$ cat config.mk
export PLATFORM = sky130hd
export DESIGN_NAME = tcp_option_parser_top
export DESIGN_NICKNAME = d
export VERILOG_FILES = /design/src/rtl/tcpop_pkg.sv /design/src/rtl/tcp_option_parser_top.sv
export SDC_FILE = /design/constraint.sdc
export NUM_CORES = 1
export LEC_CHECK = 0
export CAP_MARGIN = 30
export CORE_UTILIZATION = 60
export DETAILED_ROUTE_END_ITERATION = 10
export DONT_BUFFER_PORTS = 1
export HOLD_SLACK_MARGIN = 0.1
export PLACE_DENSITY = 0.88
export SYNTH_ARGS = -nofsm -noshare
export SYNTH_HDL_FRONTEND = slang
export SYNTH_SLANG_ARGS = --single-unit
$ cat constraint.sdc
create_clock -name clock -period 5.3 [get_ports clock]
set_input_delay 0.53 -clock clock [delete_from_list [all_inputs] [get_ports clock]]
set_output_delay 0.53 -clock clock [all_outputs]
set_load 0.005 [all_outputs]
$ cat src/rtl/tcpop_pkg.sv
`timescale 1ns / 1ps
// ----------------------------------------------------------------------------
// tcpop_pkg
// Shared types, codes and helpers of the TCP option area parser.
// ----------------------------------------------------------------------------
package tcpop_pkg;

   // Largest option area in bytes; longer declared areas are clipped to it.
   localparam int MAX_AREA_BYTES = 40;
   localparam int REM_W          = $clog2(MAX_AREA_BYTES + 1);

   // Depth of the record queue in front of the result port.
   localparam int QUEUE_DEPTH = 4;
   localparam int QUEUE_AW    = $clog2(QUEUE_DEPTH);
   localparam int QUEUE_CW    = $clog2(QUEUE_DEPTH + 1);

   typedef enum logic [1:0] {
      PH_STOPPED = 2'd0,
      PH_KIND    = 2'd1,
      PH_LEN     = 2'd2,
      PH_BODY    = 2'd3
   } phase_type;

   // Option kind bytes with a meaning of their own.
   localparam logic [7:0] K_EOL   = 8'd0;
   localparam logic [7:0] K_NOP   = 8'd1;
   localparam logic [7:0] K_MSS   = 8'd2;
   localparam logic [7:0] K_WS    = 8'd3;
   localparam logic [7:0] K_SACKP = 8'd4;
   localparam logic [7:0] K_TS    = 8'd8;

   // Record type codes.
   localparam logic [3:0] R_EOL    = 4'd0;
   localparam logic [3:0] R_NOP    = 4'd1;
   localparam logic [3:0] R_MSS    = 4'd2;
   localparam logic [3:0] R_WS     = 4'd3;
   localparam logic [3:0] R_SACKP  = 4'd4;
   localparam logic [3:0] R_TS     = 4'd5;
   localparam logic [3:0] R_OTHER  = 4'd6;
   localparam logic [3:0] R_BADOPT = 4'd7;
   localparam logic [3:0] R_BADLEN = 4'd8;
   localparam logic [3:0] R_TRUNC  = 4'd9;

   // Option lengths that the fixed-format options must carry.
   localparam logic [7:0] LEN_MSS = 8'd4;
   localparam logic [7:0] LEN_WS  = 8'd3;
   localparam logic [7:0] LEN_TS  = 8'd10;

   typedef struct packed {
      logic [7:0]  opt_kind;
      logic [3:0]  record_type;
      logic [31:0] value_a;
      logic [31:0] value_b;
      logic [7:0]  length_field;
      logic        last_record;
   } rec_type;

   function automatic rec_type make_rec(logic [7:0] kind, logic [3:0] rtype,
                                        logic [7:0] len, logic last);
      rec_type r;
      r.opt_kind     = kind;
      r.record_type  = rtype;
      r.value_a      = 32'd0;
      r.value_b      = 32'd0;
      r.length_field = len;
      r.last_record  = last;
      return r;
   endfunction

   // Record of a complete option, from its kind, length and gathered data.
   function automatic rec_type finish_option(logic [7:0] kind, logic [7:0] len,
                                             logic [63:0] data, logic last);
      rec_type r;
      r = make_rec(kind, R_OTHER, len, last);
      case (kind)
         K_MSS: begin
            if (len == LEN_MSS) begin
               r.record_type = R_MSS;
               r.value_a     = {16'd0, data[15:0]};
            end else begin
               r.record_type = R_BADOPT;
            end
         end
         K_WS: begin
            if (len == LEN_WS) begin
               r.record_type = R_WS;
               r.value_a     = {24'd0, data[7:0]};
            end else begin
               r.record_type = R_BADOPT;
            end
         end
         K_SACKP: begin
            r.record_type = R_SACKP;
         end
         K_TS: begin
            if (len == LEN_TS) begin
               r.record_type = R_TS;
               r.value_a     = data[63:32];
               r.value_b     = data[31:0];
            end else begin
               r.record_type = R_BADOPT;
            end
         end
         default: begin
            r.record_type = (len == 8'd1) ? R_BADOPT : R_OTHER;
         end
      endcase
      return r;
   endfunction

endpackage

$ cat src/rtl/tcp_option_parser_top.sv
`timescale 1ns / 1ps
// ----------------------------------------------------------------------------
// tcp_option_parser_top
// Splits a TCP option area, fed one byte per item, into option records.
// ----------------------------------------------------------------------------
// Usage:
//   The request channel carries one option byte per item. The first byte of
//   an area comes with req_area_start high and the area length on
//   req_area_len; lengths above 40 are clipped. A rising edge with req_valid
//   high and req_stall low accepts the item.
//   The response channel returns one item per option record, in wire order.
//   A record leaves with the last byte of its option; a length byte of one
//   gives two records. rsp_last_record marks the record that ends the area.
//   A record enters the queue at the edge that accepts the byte completing
//   it, and is presented once the records ahead of it have been taken.
//   Throughput: one byte per cycle while req_stall is low. Each byte only
//   updates the parser state registers, and records go into a four-entry
//   queue in front of the response port, so the request side keeps flowing
//   while a record waits for the receiver.
//   When the receiver stalls, the queue fills and req_stall rises once fewer
//   than two entries are free, so the worst case of two records per byte
//   always fits. A stalled response item holds its value.
//   Synchronous reset empties the queue and leaves the parser stopped,
//   waiting for the next area start; bytes without an area start are then
//   dropped.
// ----------------------------------------------------------------------------
module tcp_option_parser_top (
   input  logic        clock,
   input  logic        reset,
   input  logic        req_valid,
   output logic        req_stall,
   input  logic [7:0]  req_opt_byte,
   input  logic        req_area_start,
   input  logic [5:0]  req_area_len,
   output logic        rsp_valid,
   input  logic        rsp_stall,
   output logic [7:0]  rsp_opt_kind,
   output logic [3:0]  rsp_record_type,
   output logic [31:0] rsp_value_a,
   output logic [31:0] rsp_value_b,
   output logic [7:0]  rsp_length_field,
   output logic        rsp_last_record
);
   import tcpop_pkg::*;

   // Parser state.
   phase_type          phase_ff, phase_in;
   logic [7:0]         kind_ff, kind_in;
   logic [7:0]         decl_ff, decl_in;
   logic [7:0]         seen_ff, seen_in;
   logic [REM_W-1:0]   rem_ff, rem_in;
   logic [63:0]        vs_ff, vs_in;

   // Record queue.
   rec_type            queue_ff [QUEUE_DEPTH];
   logic [QUEUE_AW-1:0] wr_ptr_ff, rd_ptr_ff;
   logic [QUEUE_CW-1:0] count_ff;

   logic               accept, pop;
   logic [7:0]         area_len_ext;
   logic [REM_W-1:0]   area_len_clip;

   // State as seen by this byte, after an area start has been applied.
   phase_type          cur_phase;
   logic [REM_W-1:0]   cur_rem, rem_dec;
   logic [7:0]         cur_decl, cur_seen, seen_inc;
   logic [63:0]        cur_vs, vs_shift;
   logic               active, len_bad, body_done, rem_last;

   logic               push0, push1;
   rec_type            rec0, rec1;

   assign accept = req_valid && !req_stall;
   assign pop    = rsp_valid && !rsp_stall;

   // Room for two records is always kept, since one byte can produce two.
   assign req_stall = (count_ff > QUEUE_CW'(QUEUE_DEPTH - 2));

   assign area_len_ext  = {2'd0, req_area_len};
   assign area_len_clip = (area_len_ext > 8'(MAX_AREA_BYTES)) ?
                          REM_W'(MAX_AREA_BYTES) : REM_W'(area_len_ext);

   always_comb begin
      if (req_area_start) begin
         cur_phase = (req_area_len == 6'd0) ? PH_STOPPED : PH_KIND;
         cur_rem   = area_len_clip;
         cur_decl  = 8'd0;
         cur_seen  = 8'd0;
         cur_vs    = 64'd0;
      end else begin
         cur_phase = phase_ff;
         cur_rem   = rem_ff;
         cur_decl  = decl_ff;
         cur_seen  = seen_ff;
         cur_vs    = vs_ff;
      end
   end

   assign active    = (cur_phase != PH_STOPPED) && (cur_rem != '0);
   assign rem_dec   = cur_rem - REM_W'(1);
   assign rem_last  = (rem_dec == '0);
   // The length may cover the kind byte, this byte and all bytes still left in the area.
   assign len_bad   = (req_opt_byte == 8'd0) ||
                      ({1'b0, req_opt_byte} > (9'(cur_rem) + 9'd1));
   assign seen_inc  = cur_seen + 8'd1;
   assign body_done = (seen_inc >= cur_decl);
   assign vs_shift  = {cur_vs[55:0], req_opt_byte};

   // Next parse phase.
   always_comb begin
      phase_in = PH_STOPPED;
      if (active) begin
         case (cur_phase)
            PH_KIND: begin
               if (req_opt_byte == K_EOL) begin
                  phase_in = PH_STOPPED;
               end else if (req_opt_byte == K_NOP) begin
                  phase_in = rem_last ? PH_STOPPED : PH_KIND;
               end else if (cur_rem == REM_W'(1)) begin
                  phase_in = PH_STOPPED;
               end else begin
                  phase_in = PH_LEN;
               end
            end
            PH_LEN: begin
               if (len_bad || rem_last) begin
                  phase_in = PH_STOPPED;
               end else if (req_opt_byte > 8'd2) begin
                  phase_in = PH_BODY;
               end else begin
                  phase_in = PH_KIND;
               end
            end
            PH_BODY: begin
               if (rem_last) begin
                  phase_in = PH_STOPPED;
               end else if (body_done) begin
                  phase_in = PH_KIND;
               end else begin
                  phase_in = PH_BODY;
               end
            end
            default: begin
               phase_in = PH_STOPPED;
            end
         endcase
      end
   end

   // Counters and the data gathered from the option body.
   always_comb begin
      rem_in  = active ? rem_dec : cur_rem;
      kind_in = (active && cur_phase == PH_KIND) ? req_opt_byte : kind_ff;
      decl_in = (active && cur_phase == PH_LEN) ? req_opt_byte : cur_decl;
      seen_in = cur_seen;
      vs_in   = cur_vs;
      if (active && cur_phase == PH_LEN) begin
         seen_in = 8'd2;
         vs_in   = 64'd0;
      end else if (active && cur_phase == PH_BODY) begin
         seen_in = seen_inc;
         vs_in   = vs_shift;
      end
   end

   // Records produced by this byte. The second one is only ever the no-op
   // that a length byte of one also stands for.
   always_comb begin
      push0 = 1'b0;
      push1 = 1'b0;
      rec0  = make_rec(req_opt_byte, R_EOL, 8'd0, 1'b1);
      rec1  = make_rec(K_NOP, R_NOP, 8'd0, rem_last);
      if (active) begin
         case (cur_phase)
            PH_KIND: begin
               if (req_opt_byte == K_EOL) begin
                  push0 = 1'b1;
               end else if (req_opt_byte == K_NOP) begin
                  push0 = 1'b1;
                  rec0  = make_rec(req_opt_byte, R_NOP, 8'd0, rem_last);
               end else if (cur_rem == REM_W'(1)) begin
                  push0 = 1'b1;
                  rec0  = make_rec(req_opt_byte, R_TRUNC, 8'd0, 1'b1);
               end
            end
            PH_LEN: begin
               if (len_bad) begin
                  push0 = 1'b1;
                  rec0  = make_rec(kind_ff, R_BADLEN, req_opt_byte, 1'b1);
               end else if (req_opt_byte == 8'd1) begin
                  push0 = 1'b1;
                  push1 = 1'b1;
                  rec0  = finish_option(kind_ff, 8'd1, 64'd0, 1'b0);
               end else if (req_opt_byte == 8'd2) begin
                  push0 = 1'b1;
                  rec0  = finish_option(kind_ff, 8'd2, 64'd0, rem_last);
               end
            end
            PH_BODY: begin
               if (body_done) begin
                  push0 = 1'b1;
                  rec0  = finish_option(kind_ff, cur_decl, vs_shift, rem_last);
               end
            end
            default: begin
               push0 = 1'b0;
            end
         endcase
      end
   end

   always_ff @(posedge clock) begin
      if (reset) begin
         phase_ff  <= PH_STOPPED;
         kind_ff   <= 8'd0;
         decl_ff   <= 8'd0;
         seen_ff   <= 8'd0;
         rem_ff    <= '0;
         vs_ff     <= 64'd0;
      end else if (accept) begin
         phase_ff  <= phase_in;
         kind_ff   <= kind_in;
         decl_ff   <= decl_in;
         seen_ff   <= seen_in;
         rem_ff    <= rem_in;
         vs_ff     <= vs_in;
      end
   end

   // Queue storage: payload only, no reset needed.
   always_ff @(posedge clock) begin
      if (accept && push0) begin
         queue_ff[wr_ptr_ff] <= rec0;
      end
      if (accept && push1) begin
         queue_ff[wr_ptr_ff + QUEUE_AW'(1)] <= rec1;
      end
   end

   always_ff @(posedge clock) begin
      if (reset) begin
         wr_ptr_ff <= '0;
         rd_ptr_ff <= '0;
         count_ff  <= '0;
      end else begin
         wr_ptr_ff <= wr_ptr_ff + QUEUE_AW'(accept && push0)
                                + QUEUE_AW'(accept && push1);
         rd_ptr_ff <= rd_ptr_ff + QUEUE_AW'(pop);
         count_ff  <= count_ff + QUEUE_CW'(accept && push0)
                               + QUEUE_CW'(accept && push1)
                               - QUEUE_CW'(pop);
      end
   end

   assign rsp_valid        = (count_ff != '0);
   assign rsp_opt_kind     = queue_ff[rd_ptr_ff].opt_kind;
   assign rsp_record_type  = queue_ff[rd_ptr_ff].record_type;
   assign rsp_value_a      = queue_ff[rd_ptr_ff].value_a;
   assign rsp_value_b      = queue_ff[rd_ptr_ff].value_b;
   assign rsp_length_field = queue_ff[rd_ptr_ff].length_field;
   assign rsp_last_record  = queue_ff[rd_ptr_ff].last_record;

endmodule
# --- Word-level counts from Yosys, hierarchy flattened ---
# Memories as Yosys holds them, arrays and structs flattened. A register that Yosys moved wholly into a read port is not among the register bits.
# Index checks and enable logic that the tools add are counted.
totals:
  ram_bits: 340
  mem_count: 1
  reg_bits: 95
memory_table:
  columns: ["name", "depth", "width", "read_ports", "rd_ports_with_merged_regs", "write_ports", "line_no", "rtl"]
  rows:
  - ["queue_ff", 4, 85, 1, 1, 2, "tcp_option_parser_top.sv:55", "rec_type queue_ff [QUEUE_DEPTH];"]
op_classes:
  n_mux: 62
  n_lt_le_gt_ge: 5
  reduce_logical: 20
  n_eq_ne: 14
  add_sub_neg: 10
ops:
  columns: ["operator", "count"]
  rows:
  - ["85-bit 2-to-1 mux", 5]
  - ["85-bit case mux with 3 select lines", 1]
  - ["77-bit 2-to-1 mux", 3]
  - ["56-bit 2-to-1 mux", 3]
  - ["32-bit case mux with 3 select lines", 1]
  - ["64-bit 2-to-1 mux", 1]
  - ["8-bit 2-to-1 mux", 6]
  - ["8-bit by 2-bit == test with 1-bit output, second input constant", 4]
  - ["32-bit 2-to-1 mux", 1]
  - ["2-bit 2-to-1 mux", 12]
  - ["1-bit 2-to-1 mux", 19]
  - ["6-bit 2-to-1 mux", 3]
  - ["8-bit by 1-bit == test with 1-bit output, second input constant", 2]
  - ["8-bit by 3-bit == test with 1-bit output, second input constant", 2]
  - ["8-bit by 4-bit == test with 1-bit output, second input constant", 2]
  - ["16-bit 2-to-1 mux", 1]
  - ["4-bit case mux with 4 select lines", 1]
  - ["6-bit zero test", 2]
  - ["8-bit by 1-bit adder with 8-bit output, second input constant", 1]
  - ["8-bit >= comparator", 1]
  - ["8-bit by 2-bit greater-than comparator with 1-bit output, second input constant", 1]
  - ["8-bit by 7-bit greater-than comparator with 1-bit output", 1]
  - ["1-bit logical AND", 8]
  - ["8-bit zero test", 1]
  - ["22 further kinds", 29]

# --- Logic depth before layout (Yosys ltp) ---
depth:
  ltp_word: 13
  mapped_depth: 22
  ltp_nobuf: 20

# --- Least setup slack after synthesis ---
# OpenSTA, ideal clock, no wires.
synth_path:
  path_type: "input port to flip-flop"
  from: "input port req_area_start"
  to: "register count_ff[2]"
  setup_time_ns: 0.128
  required_ns: 5.172
  cell_stages: 20
  path_buffers: 3
  path_slack_ns: 0.390
  arrival_ns: 4.782
  cell_sequence: "buf_4 -> buf_2 -> buf_1 -> nor2b_1 -> a31oi_1 -> inv_1 -> ha_1 -> xor2_1 -> ha_1 -> and4_1 -> a41o_1 -> a32oi_1 -> a221o_1 -> o21ai_2 -> ha_1 -> inv_1 -> fa_1 -> fa_1 -> xor2_1 -> nor2_1"
synth_via:
  elab_chain_cells: 11
  word_cells_on_any_way: 31
synth_rtl:
  columns: ["element", "line_no", "rtl"]
  rows:
  - ["from (decl)", "tcp_option_parser_top.sv:33", "input logic req_area_start,"]
  - ["6-bit 2-to-1 mux", "tcp_option_parser_top.sv:84", "if (req_area_start) begin"]
  - ["6-bit by 1-bit adder with 7-bit output or 6-bit by 1-bit == test with 1-bit output (tied branches)", "tcp_option_parser_top.sv:104, tcp_option_parser_top.sv:181", null]
  - ["8-bit by 7-bit greater-than comparator with 1-bit output or 1-bit 2-to-1 mux (tied branches)", "tcp_option_parser_top.sv:104, tcp_option_parser_top.sv:181", null]
  - ["1-bit logical OR or 1-bit 2-to-1 mux (tied branches)", "tcp_option_parser_top.sv:103, tcp_option_parser_top.sv:178", null]
  - ["1-bit 2-to-1 mux (on tied branches)", "tcp_option_parser_top.sv:187, tcp_option_parser_top.sv:176", null]
  - ["1-bit case mux with 3 select lines", "tcp_option_parser_top.sv:174", "case (cur_phase)"]
  - ["1-bit 2-to-1 mux", "tcp_option_parser_top.sv:173", "if (active) begin"]
  - ["1-bit logical AND", "tcp_option_parser_top.sv:249", "count_ff <= count_ff + QUEUE_CW'(accept && push0)"]
  - ["3-bit by 1-bit adder with 3-bit output", "tcp_option_parser_top.sv:249", null]
  - ["3-bit by 1-bit adder with 3-bit output *", "tcp_option_parser_top.sv:250", "+ QUEUE_CW'(accept && push1)"]
  - ["3-bit by 1-bit subtractor with 3-bit output *", "tcp_option_parser_top.sv:251", "- QUEUE_CW'(pop);"]
  - ["to (signal assigned)", "tcp_option_parser_top.sv:249", null]
  - ["to (decl)", "tcp_option_parser_top.sv:57", "logic [QUEUE_CW-1:0] count_ff;"]
# Every way passes the cells marked *; elsewhere a longest branch is shown, timed or not.
# A chain may end at the register's enable or synchronous reset.

# --- Worst setup path in the final report ---
layout_path:
  from: "input port req_area_len[2]"
  to: "register count_ff[2]"
layout_via:
  elab_chain_cells: 13
  word_cells_on_any_way: 30
layout_rtl:
  columns: ["element", "line_no", "rtl"]
  rows:
  - ["from (decl)", "tcp_option_parser_top.sv:34", "input logic [5:0] req_area_len,"]
  - ["6-bit greater-than comparator", "tcp_option_parser_top.sv:80", "assign area_len_clip = (area_len_ext > 8'(MAX_AREA_BYTES)) ?"]
  - ["6-bit 2-to-1 mux", "tcp_option_parser_top.sv:80", null]
  - ["6-bit 2-to-1 mux", "tcp_option_parser_top.sv:84", null]
  - ["6-bit by 1-bit adder with 7-bit output or 6-bit by 1-bit == test with 1-bit output (tied branches)", "tcp_option_parser_top.sv:104, tcp_option_parser_top.sv:181", null]
  - ["8-bit by 7-bit greater-than comparator with 1-bit output or 1-bit 2-to-1 mux (tied branches)", "tcp_option_parser_top.sv:104, tcp_option_parser_top.sv:181", null]
  - ["1-bit logical OR or 1-bit 2-to-1 mux (tied branches)", "tcp_option_parser_top.sv:103, tcp_option_parser_top.sv:178", null]
  - ["1-bit 2-to-1 mux (on tied branches)", "tcp_option_parser_top.sv:187, tcp_option_parser_top.sv:176", null]
  - ["1-bit case mux with 3 select lines", "tcp_option_parser_top.sv:174", null]
  - ["1-bit 2-to-1 mux", "tcp_option_parser_top.sv:173", null]
  - ["1-bit logical AND", "tcp_option_parser_top.sv:249", null]
  - ["3-bit by 1-bit adder with 3-bit output", "tcp_option_parser_top.sv:249", null]
  - ["3-bit by 1-bit adder with 3-bit output *", "tcp_option_parser_top.sv:250", null]
  - ["3-bit by 1-bit subtractor with 3-bit output *", "tcp_option_parser_top.sv:251", null]
# Marks and branches as above.

==> impl_metrics.tcl <==
set metrics [dict create \
    synth-edff-count 4 \
    min_path_type "in -> reg" \
    drt-total-wl_mm 50.5 \
    critical-path-slowest-cell "or3_1" \
    first_iter_violations 1736 \
    cts_buffers 42 \
    met3_usage_pct 6.92 \
    htree_levels 2 \
    outcome "complete, no violations" \
    ant_nets 0 \
    rsz0062_at_grt "no" \
    period_share_pct 85.8 \
    cts_tree "built" \
    top_usage_layer "met2" \
    num_rows 63 \
    drive_gt1_share_pct 14.3 \
    groute.layer.met2.usage_pct 50.7 \
    path_max_fanout 9 \
    port_buffers 0 \
    grt_max_degree 84 \
    setup_violations 0 \
    yosys_warnings 0 \
    clockBufferDepth 3 \
    cts-root-buf "clkbuf_16" \
    async_flop_share_pct 0 \
    syn_avg_cell_area_um2 11.0 \
    clk_pin_slew_ns 0.07 \
    critPathLaunch "req_area_len[2]" \
    cp-endpoint "count_ff[2]" \
    yosysSeqAreaShare_pct 47.7 \
    setup_ws_ns 0.755 \
    required_ns 5.73 \
    synth_nets 1707 \
    cp-start-kind "input pin" \
    area_growth_pct 8.64 \
    dieArea_mm2 0.0313 \
    finalHoldViolCount 0 \
    yosysTopAreaCell "dfxtp_1" \
    grtUsageTotal_pct 32.2 \
    num_antenna_cells 0 \
    cp.arrival_ns 4.97 \
    cts_resized 0 \
    ff2ff_setup_slack_ns 0.76 \
    power_density_mw_per_mm2 378 \
    netlist_area_mm2 0.0183 \
    grt_pass1_vias 14058 \
    n_fill_cell 2002 \
    grt_pass1_wl_mm 79.5 \
    synth_top_area_share_pct 47.1 \
    r2r-start "seen_ff[2]" \
    fmax_mhz 220 \
    r2r_end "count_ff[2]" \
    relSlewSlack_pct 30.2 \
    place_ws_ns 0.239 \
    crit_chain "or3_1 > a21o_1 > nand2_1 > a31oi_1 > inv_1 > ha_1 > nand2_1 > xnor2_1 > ha_1 > and4_1 > a41o_1 > a32oi_1 > a221o_1 > o21ai_2 > ha_1 > inv_1 > fa_1 > fa_1 > xor2_1 > nor2_1" \
    criticalPathCategory "in -> reg" \
    reg2reg_depth 16 \
    synth-seq-cells 435 \
    ys_types 70 \
    worstSkewPairLatency_ns 0.55 \
    boundaryPins 106 \
    vias 14433 \
    synth_flop_cell "dfxtp_1" \
    place_congestion 0.944 \
    ys_top_cells_by_area "dfxtp_1 47%, a22o_1 11%, mux4_2 10%" \
    met1_usage_pct 42.3 \
    via_per_inst 7.19 \
    tightest_slew_ns 1.04 \
    nets 1629 \
    hpwl_mm 29.5 \
    slew_viol_final 0 \
    leakage_uw 0.00700 \
    drt_pass1_iterations 7 \
    grt_overflow 0 \
    netlist_instances 1662 \
    fin_area_mm2 0.0199 \
    fin_hold_ws_ns 0.116 \
    start_util_pct 61.4 \
    die_w_um 177 \
    drc 0 \
    min_period_ns 4.54 \
    antenna_found_initial 0 \
    vdd_drop_max_mv 0.264 \
    drt-wirelength-per-cell_um 25.2 \
    critPathMostFrequentCell "ha_1" \
    fp.dieH_um 177 \
    postPlaceCellArea_mm2 0.0184 \
    coreArea_mm2 0.0299 \
    cap_violations 0 \
    clock_sinks 435 \
    cp-end-kind "flop" \
    fin_skew_ns 0.0168 \
    critPathMaxStageDelay_ns 0.45 \
    finalSetupTns_ns 0 \
]
[area by class of cell]
type / instances / area (µm²) / share of cell area [%]
multi-input combinational: 1046 / 8780 / 44.1
sequential: 435 / 8760 / 44.0
clock buffer: 52 / 1180 / 5.93
tap: 390 / 488 / 2.45
timing repair buffer: 33 / 380 / 1.91
clock inverter: 24 / 231 / 1.16
inverter: 26 / 97.6 / 0.490
[worst min-delay path by stage]
stage	startpoint	end	cells after the start
final	req_opt_byte[1]	queue_ff[3][10]	1
after detailed placement	queue_ff[3][51]	queue_ff[3][51]	1
after global placement	queue_ff[1][50]	queue_ff[1][50]	1
after CTS	req_opt_byte[1]	queue_ff[3][10]	1
after global routing	req_opt_byte[4]	queue_ff[2][13]	1
after floorplan	queue_ff[1][41]	queue_ff[1][41]	1
[flip-flops by register name, summed over array words and instances (netlist names)]
signal / cells
vs_ff: 56
wr_ptr_ff: 2
count_ff: 3
decl_ff: 8
seen_ff: 8
phase_ff: 2
rd_ptr_ff: 2
rem_ff: 6
kind_ff: 8
queue_ff: 340
[worst max-delay path: cells and delay by family]
| kind | cells | cell delay, ns |
|---|---|---|
| buffers and inverters | 2 | 0.24 |
| AND/OR/NAND/NOR | 5 | 0.88 |
| adder cells (fa/ha/maj) | 5 | 1.52 |
| XOR/XNOR | 2 | 0.29 |
| AO/OA/AOI/OAI | 6 | 1.52 |
[cell usage after synthesis (15+ instances only)]
master and n:
a22o_1 228, o21ai_0 83, inv_1 24, a21oi_1 37, o2bb2ai_1 109, nor2_1 129
nand2_1 58, a22oi_1 16, a211oi_1 53, clkbuf_1 82, mux4_2 85, ha_1 23
dfxtp_1 431, nor3_1 15, nor2b_1 20, buf_2 36, nand3_1 31
[kinds of logic (layout without fill, tap and decap cells)]
| kind of cell | Yosys count | after routing | share of synthesized area, % |
|---|---|---|---|
| and+or+nand+nor | 305 | 305 | 7.85 |
| adders and majority gates | 26 | 26 | 1.90 |
| buffers and inverters | 181 | 135 | 4.67 |
| DFF | 435 | 435 | 47.7 |
| muxes | 96 | 96 | 11.0 |
| xor gates and xnor gates | 19 | 19 | 0.908 |
| AOI/OAI and AO/OA | 600 | 600 | 25.9 |
[per-layer routing]
layer / vias to the layer above / wire (µm)
met5: - / 0
li1: 6238 / -
met2: 866 / 23700
met4: 0 / 2290
met1: 7157 / 19600
met3: 172 / 4950
[power by group]
part	leakage, µW	internal, µW	switching (µW)
clock network	0.000706	1740	1300
registers	0.00352	3360	172
logic	0.00277	411	529
[layout by cell type (no fill, tap or decap), drive strengths merged, types with 10 or more instances in the layout]
master and count:
a2bb2oi 10, nand3 31, mux4 85, xnor2 11, clkbuf 53, dfxtp 431, nor3 15, buf 30
mux2i 10, o2bb2ai 119, a22oi 16, a21oi 37, inv 29, clkinv 16, nor2b 20, o21ai 88
a22o 228, a211oi 53, ha 23, nand2 58, nor2 130
[stage by stage]
stage | total power [µW] | instances | utilization (%)
after CTS | 7510 | 2003 | 66.5
after global placement | 4470 | 1925 | 61.7
final | 7520 | 2006 | 66.7
after floorplan | 4280 | 1662 | -
after detailed placement | 4490 | 1925 | 61.7
after global routing | 7760 | 2006 | 66.7
[repair_timing]
item | 4_1_cts | 5_1_grt
buffers inserted | 0 | 0
endpoints found under the hold margin | 76 | 1
hold buffers | 2 | 1
No activity file was read; power rests on OpenSTA's default activity.
